[config.mk]
export PLATFORM = sky130hd
export DESIGN_NAME = ffbp_ctrl
export DESIGN_NICKNAME = d
export VERILOG_FILES = /design/src/rtl/ffbp_pkg.sv /design/src/rtl/ffbp_ctrl.sv
export VERILOG_INCLUDE_DIRS = /design/src /design/src/rtl
export SDC_FILE = /design/constraint.sdc
export NUM_CORES = 1
export LEC_CHECK = 0
export BUFFER_PORTS_ARGS = -buffer_cell sky130_fd_sc_hd__buf_2
export CAP_MARGIN = 15
export CORE_AREA = 3 3 40 42
export CTS_CLUSTER_SIZE = 16
export DETAILED_ROUTE_END_ITERATION = 12
export DIE_AREA = 0 0 43 45
export HOLD_SLACK_MARGIN = 0.02
export PLACE_DENSITY_LB_ADDON = 0.3
export SLEW_MARGIN = 20
export SYNTH_ARGS = -nofsm -noshare
export SYNTH_HDL_FRONTEND = slang
export SYNTH_SLANG_ARGS = --single-unit
[constraint.sdc]
create_clock -name clk_i -period 5.7 [get_ports clk_i]
set_input_delay 0.855 -clock clk_i [delete_from_list [all_inputs] [get_ports clk_i]]
set_output_delay 0.855 -clock clk_i [all_outputs]
set_load 0.01 [all_outputs]
[src/rtl/first_fit_bin_placement_unit_macros.svh]
// Assertion macros shared by the first-fit bin placement RTL.
`ifndef FIRST_FIT_BIN_PLACEMENT_UNIT_MACROS_SVH
`define FIRST_FIT_BIN_PLACEMENT_UNIT_MACROS_SVH
`ifndef SYNTHESIS
`define FFBP_ASSERT(name, prop, msg) \
  name: assert property (@(posedge clk_i) disable iff (!rst_ni) prop) else $error(msg);
`define FFBP_ASSERT_IMPLY(name, ante, cons, msg) \
  name: assert property (@(posedge clk_i) disable iff (!rst_ni) (ante) |-> (cons)) \
    else $error(msg);
`else
`define FFBP_ASSERT(name, prop, msg)
`define FFBP_ASSERT_IMPLY(name, ante, cons, msg)
`endif
`endif

[src/rtl/ffbp_pkg.sv]
// Types and constants of the first-fit bin placement unit.
package ffbp_pkg;

  localparam int unsigned DATA_W      = 32;
  localparam int unsigned BIN_INDEX_W = 10;

  typedef enum logic {
    KIND_LOAD    = 1'b0,
    KIND_REQUEST = 1'b1
  } kind_e;

  typedef struct packed {
    logic clr_step;
    logic load;
    logic request;
    logic root_chk;
    logic descend;
    logic ascend;
    logic emit;
  } ffbp_cmd_t;

  typedef struct packed {
    logic clr_done;
    logic load_ok;
    logic root_fit;
    logic leaf_next;
    logic top_reached;
    logic is_req;
    logic out_free;
  } ffbp_sts_t;

endpackage

[src/rtl/ffbp_ctrl.sv]
// Controller state machine sequencing clear, load, descent and update of the max tree.
`include "first_fit_bin_placement_unit_macros.svh"
module ffbp_ctrl (
  input  logic                clk_i,
  input  logic                rst_ni,
  input  logic                in_valid_i,
  input  logic                in_kind_i,
  output logic                in_ready_o,
  input  ffbp_pkg::ffbp_sts_t sts_i,
  output ffbp_pkg::ffbp_cmd_t cmd_o
);
  import ffbp_pkg::*;

  typedef enum logic [5:0] {
    S_CLEAR   = 6'b000001,
    S_IDLE    = 6'b000010,
    S_ROOT    = 6'b000100,
    S_DESCEND = 6'b001000,
    S_ASCEND  = 6'b010000,
    S_RESULT  = 6'b100000
  } state_e;

  state_e state_q, state_d;
  logic   accept;

  assign in_ready_o = (state_q == S_IDLE);
  assign accept     = in_valid_i && in_ready_o;

  always_comb begin
    state_d = state_q;
    cmd_o   = '0;
    case (state_q)
      S_CLEAR: begin
        cmd_o.clr_step = 1'b1;
        if (sts_i.clr_done) state_d = S_IDLE;
      end
      S_IDLE: begin
        if (accept) begin
          if (in_kind_i == KIND_REQUEST) begin
            cmd_o.request = 1'b1;
            state_d       = S_ROOT;
          end else if (sts_i.load_ok) begin
            cmd_o.load = 1'b1;
            state_d    = S_ASCEND;
          end
        end
      end
      S_ROOT: begin
        cmd_o.root_chk = 1'b1;
        state_d        = sts_i.root_fit ? S_DESCEND : S_RESULT;
      end
      S_DESCEND: begin
        cmd_o.descend = 1'b1;
        if (sts_i.leaf_next) state_d = S_ASCEND;
      end
      S_ASCEND: begin
        cmd_o.ascend = 1'b1;
        if (sts_i.top_reached) state_d = sts_i.is_req ? S_RESULT : S_IDLE;
      end
      S_RESULT: begin
        if (sts_i.out_free) begin
          cmd_o.emit = 1'b1;
          state_d    = S_IDLE;
        end
      end
      default: state_d = S_IDLE;
    endcase
  end

  always_ff @(posedge clk_i or negedge rst_ni) begin
    if (!rst_ni) begin
      state_q <= S_CLEAR;
    end else begin
      state_q <= state_d;
    end
  end

  `FFBP_ASSERT_IMPLY(a_req_enters_root, accept && (in_kind_i == KIND_REQUEST),
                     ##1 (state_q == S_ROOT), "request transfer did not start descent")
  `FFBP_ASSERT_IMPLY(a_leaf_starts_update, (state_q == S_DESCEND) && sts_i.leaf_next,
                     ##1 (state_q == S_ASCEND), "leaf reached without tree update")
  `FFBP_ASSERT_IMPLY(a_emit_needs_room, cmd_o.emit, sts_i.out_free,
                     "result emitted over a pending result")

endmodule

Word-level counts from Yosys, hierarchy flattened
Cells that the tools add are included.

Flip-flop bits (word level): 6. Input bits: 11. Output and inout bits: 8. Logic and storage cells: 36.

Eq/ne operators: 12. Multiplexer cells: 21. Reductions and logical operators: 2.

Operators by type and width (number): 2-to-1 mux 6 bit (9); case mux 6 bit (6 select lines) (1); 2-to-1 mux 1 bit (9); inequality test 2 bit (second input constant) (4); == test 6 x 1 -> 1 bit (second input constant) (1); == test 6 x 2 -> 1 bit (second input constant) (1); == test 6 x 3 -> 1 bit (second input constant) (1); == test 6 x 4 -> 1 bit (second input constant) (1); == test 6 x 5 -> 1 bit (second input constant) (1); == test 6 bit (second input constant) (1); AND reduction 6 bit (1); 2-to-1 mux 2 bit (2); inequality test 3 x 2 -> 1 bit (second input constant) (1); inequality test 2 x 1 -> 1 bit (second input constant) (1); logical AND 1 bit (1).

Logic depth before layout (Yosys ltp)
Gate-level depths: netlist of run 1.

Depth after elaboration: 4. Depth in mapped cells: 4. Mapped depth without buffers: 4.

Worst setup path after synthesis of run 1
Ideal clock, no wire load.

Kind: reg2out. From: reg state_q[5]. To: out cmd_o[5] (netlist bit). Data arrival time: 1719 ps. Required time: 4845 ps. Setup slack: 3126 ps. Cell stages (with the launch flop): 4. Buffers on the path: 0. Cell sequence: dfrtp_1 -> or4_4 -> or4b_4 -> nor3b_2.

RTL lines: from (decl) (RTL line ffbp_ctrl.sv:23) `state_e state_q, state_d;`; from (signal assigned) (RTL line ffbp_ctrl.sv:74) `state_q <= state_d;`; to (decl) (RTL line ffbp_ctrl.sv:10) `output ffbp_pkg::ffbp_cmd_t cmd_o`.

==> results of run 1 <==
-- cells in the final DEF, fill, tap and decap left out, drive strengths merged, types with 2 or more instances in the layout --
cell type	n
buf	18
nor2	5
dfrtp	5
nor3b	5
inv	4
nand2	4
clkbuf	4
o21ai	4
and3b	2
or4b	2
a22oi	2
nand3	2
nand4b	2
-- synth_stat cells (2+ instances only) --
library cell / count
o21ai_0: 2
nand3_1: 2
and3b_1: 2
a22oi_1: 2
nand4b_1: 2
nor3b_1: 4
nand2_1: 4
or4b_4: 2
nor2_1: 5
dfrtp_1: 5
o21ai_1: 2
inv_1: 4
-- layer usage --
metal,track usage,part of all wire,vias to the layer above
li1,-,-,225
met1,0.1572,0.42,221
met2,0.1737,0.53,10
met3,0.02789,0.048,0
met4,0.07229,0,0
met5,0,0,-
-- logic make-up after synthesis --
group / after synthesis / share of synthesized area
buffers and inverters: 4 / 0.03528
AOI/OAI and AO/OA: 8 / 0.1206
and+or+nand+nor: 28 / 0.4677
DFF: 6 / 0.3559
xor gates and xnor gates: 1 / 0.02059
-- power by group --
group / leakage [nW] / internal, W / switching, W
clock: 0.0150 / 0.0000265 / 0.0000144
combinational: 0.210 / 0.0000393 / 0.0000412
sequential: 0.0761 / 0.0000505 / 0.0000163
total: 0.301 / 0.000116 / 0.0000719
-- worst max-delay path, cell delays in order (launching register included) --
cell and delay (ns):
dfrtp_1 0.45, or4_4 0.57, or4b_4 0.52, nor3b_2 0.17
buf_2 0.14
-- area by class of cell --
cell class	instances	area (um^2)
fillers	136	724.4
multi-input cells	37	259.0
clock buffers	4	26.28
inverters	4	15.01
flip-flops and latches	6	151.4
repair buffers	18	90.09
well taps	15	18.77
-- path summary, 6_finish.rpt --
path                       startpoint         end  slack [ns]  cells past startpoint
max reg2reg                state_q[4]  state_q[1]        3.81                      4
max in group asynchronous      rst_ni  state_q[0]        5.05                      1
min                            rst_ni  state_q[3]        0.42                      1
min in group clk_i         state_q[0]  state_q[0]        0.65                      2
min reg2reg                state_q[0]  state_q[0]        0.65                      2
max                        state_q[4]    cmd_o[5]        2.75                      4
-- per-stage QoR --
| stage | setup WS (ns) | total power, W | hold slack (ns) | util |
|---|---|---|---|---|
| 6_report | 2.755 | 0.0001882 | 0.4215 | 0.4362 |
| 5_1_grt | 2.672 | 0.0002073 | 0.4128 | 0.4362 |
| 4_1_cts | 2.742 | 0.0001908 | 0.4154 | 0.4362 |
| 3_5_place_dp | 3.016 | 0.0001474 | 0.6441 | 0.4158 |
| 3_3_place_gp | 3.013 | 0.0001463 | 0.6432 | 0.4158 |
| 2_1_floorplan | 3.126 | 0.0001200 | 0.5594 | - |
==> impl_metrics.csv, run 1 <==
group,metric,value,unit
layout,final_area,560.5,um^2
place,dp_hpwl,822.3,um
floorplanning,io_pins,19,
detailed_routing,wl,1045,um
timing,tns,0,ns
synth,async_flop_share,1.000,
detailed_routing,drt_pass1_iterations,4,
layout,syn_to_final_growth,31.76,%
clock_tree,cts_sinks,6,
synth,ys_dominant_reg_cell,"dfrtp_1",
global_route,grt_first_pass_wirelength,1697,um
timing,fin_crit_sh,0.5167,
global_route,grt_pass1_vias,396,
floorplanning,rows,13,
clock_tree,cts_setup_buffers,0,
setup_path,crit_path_end_kind,"output port",
clock_tree,cts-resized-gates,0,
power_and_ir_drop,p_per_area,335.7,nW/um^2
flow_run,cap_violations,0,
floorplanning,fp.dieArea,1935,um^2
synth,synth_area_leader_cell,"dfrtp_1",
synth,synth_seq_area_share,0.3559,
clock_tree,cts_root_buf,"clkbuf_4",
detailed_routing,num_vias,456,
timing,setup_violations,0,
layout,max_flop_register,"state_q",
timing,clock_skew,0.007087,ns
detailed_routing,vias_per_cell,5.429,
synth,ys.warnings.count,0,
timing,final_hold_viol_count,0,
timing,tightest_slew,0.4411,ns
clock_tree,clockBufferDepth,2,
detailed_routing,drtIter0Drc,14,
global_route,grt_max_degree,10,
synth,avgSynthCellArea,9.051,um^2
power_and_ir_drop,leakage,0.3007,nW
min_path,holdCritPathClass,"in2async",
synth,ys_types,23,
synth,synth-seq-cells,6,
global_route,grtUsageTotal,0.1182,
layout,nets,81,
synth,netlist_area,425.4,um^2
power_and_ir_drop,irDropWorstVdd,0.1597,mV
clock_tree,htreeDepth,1,
place,io_buffer_count,18,
setup_path,cp.arrival,2.09,ns
detailed_routing,drc_errors,0,
place,dp_cells,80,
setup_path,crit_fanout,7,
clock_tree,clk_latency,0.24,ns
timing,fmax,339.5,MHz
run_status,outcome,"completed",
clock_tree,hold_buffers,0,
detailed_routing,drtAntennaViolNets,0,
clock_tree,path_clk_slew,0.05,ns
synth,syn-num-nets,58,
layout,n_antenna_cell,0,
setup_path,required,4.85,ns
layout,reg_top3,"state_q x6",
layout,largest_reg_flops,6,
global_route,grt-ovfl-total,0,
detailed_routing,wl_per_cell,12.44,um
place,place_area,534.3,um^2
layout,instances_no_fill,84,
synth,synthDominantCellAreaShare,0.2941,
layout,drive_gt1_frac,0.4058,
synth,synthCells,47,
clock_tree,cts_tree,"done",
floorplanning,core,1285,um^2
synth,synth_edf_count,0,
setup_path,critPathLaunchType,"flop",
timing,period_needed,2.945,ns
timing,rsz0062_at_grt,"false",
place,finalWeightedCongestion,0.7392,
floorplanning,initial_core_util,0.3311,
timing,maxSlewViolCount,0,
floorplanning,fp.dieH,45,um
clock_tree,cts-buffers-inserted,3,
floorplanning,die_x,43,um
timing,slew-limit-headroom,0.7032,
global_route,antenna_found_initial,0,
setup_path,criticalPathCategory,"reg2out",
synth,yosys-top-cells-area,"dfrtp_1, nor3b_1, or4b_4, dfstp_2, nor2_1",
(Power assumes the default switching activity.)
==> run 2: changes to the inputs <==
Settings changed: ABC_AREA from default to 1.
Clock period 5.7 ns to 2.79 ns, I/O delays scaled along.
==> impl_metrics.csv, run 2 <==
group,metric,value,unit
flow_run,cap_violations,0,
detailed_routing,wl,1168,um
min_path,hold_end,"state_q[0]",
place,dp_hpwl,938.3,um
clock_tree,path_clk_slew,0.06,ns
synth,synth_seq_area_share,0.3119,
power_and_ir_drop,leakage,0.3839,nW
layout,reg_top3,"state_q x6",
detailed_routing,drt_pass1_iterations,4,
timing,maxSlewViolCount,0,
power_and_ir_drop,p_total,0.0005005,W
global_route,grt-ovfl-total,0,
clock_tree,clockBufferDepth,2,
timing,clock_skew,0.01153,ns
setup_path,slowest_delay,0.42,ns
floorplanning,rows,13,
floorplanning,core,1285,um^2
power_and_ir_drop,p_per_area,793.7,nW/um^2
setup_path,cp.arrival,1.38,ns
floorplanning,die_x,43,um
clock_tree,cts_sinks,6,
timing,final_hold_viol_count,0,
setup_path,regToRegEndpoint,"state_q[1]",
detailed_routing,drtIter0Drc,16,
detailed_routing,vias_per_cell,4.688,
timing,fmax,557.4,MHz
layout,mostFrequentLayoutCells,"buf_2, nand2_1, inv_1",
place,io_buffer_count,18,
layout,syn_to_final_growth,29.90,%
synth,synth_edf_count,0,
layout,nets,106,
clock_tree,cts-buffers-inserted,3,
min_path,worstHoldStart,"sts_i[6]",
floorplanning,io_pins,19,
clock_tree,cts_root_buf,"clkbuf_4",
clock_tree,cts-resized-gates,0,
power_and_ir_drop,irDropWorstVdd,0.3785,mV
layout,final_util,0.4908,
layout,n_antenna_cell,0,
synth,avgSynthCellArea,6.838,um^2
global_route,antenna_found_initial,0,
setup_path,critPathBufInv,1,
setup_path,slowest_stage,"dfrtp_1",
synth,synth_area_leader_cell,"dfrtp_1",
floorplanning,fp.dieH,45,um
synth,ys_top_cells_by_count,"nand2_1, inv_1, nor2_1",
layout,instances_no_fill,109,
place,place_area,594.3,um^2
global_route,grtUsageTotal,0.1406,
min_path,whs_path_depth,2,
setup_path,regToRegStartpoint,"state_q[2]",
global_route,grt_pass1_vias,446,
global_route,grt_max_degree,9,
synth,ys_types,20,
global_route,grt_first_pass_wirelength,1932,um
timing,fin_crit_sh,0.6431,
synth,synth_most_common_cell,"nand2_1",
place,dp_cells,104,
synth,synth-seq-cells,6,
synth,synthDominantCellAreaShare,0.2577,
timing,tns,0,ns
detailed_routing,drtAntennaViolNets,0,
detailed_routing,drc_errors,0,
timing,tightest_slew,0.2085,ns
clock_tree,cts_tree,"done",
detailed_routing,wl_per_cell,10.72,um
clock_tree,hold_buffers,1,
run_status,outcome,"completed",
setup_path,crit_path_end_kind,"output port",
synth,ys.warnings.count,0,
synth,syn-num-nets,82,
detailed_routing,num_vias,511,
setup_path,critPathLaunchType,"flop",
synth,netlist_area,485.5,um^2
setup_path,rrSetupSlack,1.47,ns
layout,layout_commonest_cell,"buf_2",
clock_tree,clk_latency,0.26,ns
layout,largest_reg_flops,6,
synth,ys_dominant_reg_cell,"dfrtp_1",
layout,max_flop_register,"state_q",
setup_path,crit_start,"state_q[2]",
setup_path,required,2.37,ns
clock_tree,cts_setup_buffers,0,
place,finalWeightedCongestion,0.7693,
floorplanning,initial_core_util,0.3778,
min_path,holdCritPathClass,"in2reg",
layout,drive_gt1_frac,0.3617,
timing,slew-limit-headroom,0.8607,
synth,yosys-top-cells-area,"dfrtp_1, nand2_1, inv_1, nor2_4, dfstp_2",
timing,setup_violations,0,
synth,async_flop_share,1.000,
setup_path,critPathTopFamily,"simple AND/OR/NAND/NOR gates",
timing,period_needed,1.794,ns
setup_path,ff2ff_path_depth,6,
setup_path,cp_cell_sequence,"nor2_4, nand3_1, nor3_1, buf_2",
timing,rsz0062_at_grt,"false",
setup_path,crit_fanout,8,
floorplanning,fp.dieArea,1935,um^2
clock_tree,htreeDepth,1,
setup_path,criticalPathCategory,"reg2out",
layout,final_area,630.6,um^2
synth,synthCells,71,
run 2: changes by cell type after synthesis, moves of 3 or more:
| cell | change |
|---|---|
| inv_1 | +8 |
| nand2_1 | +13 |
| nand3_1 | +3 |
| nand4_1 | +3 |
| nor2_2 | +4 |
| nor2_4 | +3 |
| nor3b_1 | -4 |
run 2: layout make-up:
type | instances | area, um^2
Tap cell | 15 | 18.77
Fill cell | 138 | 654.4
Multi-Input combinational cell | 51 | 281.5
Inverter | 14 | 52.55
Timing Repair Buffer | 19 | 100.1
Clock buffer | 4 | 26.28
Sequential cell | 6 | 151.4
run 2: kinds of logic after synthesis:
group	Yosys count	synth area share
and+or+nand+nor	48	0.5490
buffers and inverters	14	0.1082
DFF	6	0.3119
AOI/OAI and AO/OA	3	0.03090
run 2: power breakdown:
group          internal [W]  switching (W)
Combinational     0.0000988       0.000176
Clock             0.0000546      0.0000378
Sequential         0.000108      0.0000256
Total              0.000261       0.000239
run 2: per-layer routing:
layer / part of all wire / vias to the layer above / GRT usage
met1: 0.43 / 219 / 0.1614
met4: 0.012 / 0 / 0.09036
li1: - / 270 / -
met2: 0.49 / 18 / 0.2335
met3: 0.059 / 4 / 0.03586
met5: 0 / - / 0
run 2: worst max-delay path by stage:
| stage | to | slack [ns] | depth (start not counted) |
|---|---|---|---|
| 6_report | cmd_o[4] | 1.0 | 4 |
| 5_1_grt | cmd_o[4] | 0.88 | 4 |
| 3_3_place_gp | cmd_o[4] | 1.32 | 4 |
| 4_1_cts | cmd_o[4] | 0.99 | 4 |
| 3_5_place_dp | cmd_o[4] | 1.27 | 4 |
| 2_1_floorplan | cmd_o[4] | 1.36 | 3 |
run 2: metrics by stage:
stage	hold WS (ns)	worst slack (ns)
2_1_floorplan	0.1229	1.357
3_3_place_gp	0.2533	1.315
3_5_place_dp	0.2564	1.272
4_1_cts	0.3171	0.9868
5_1_grt	0.3149	0.8817
6_report	0.3216	0.9958
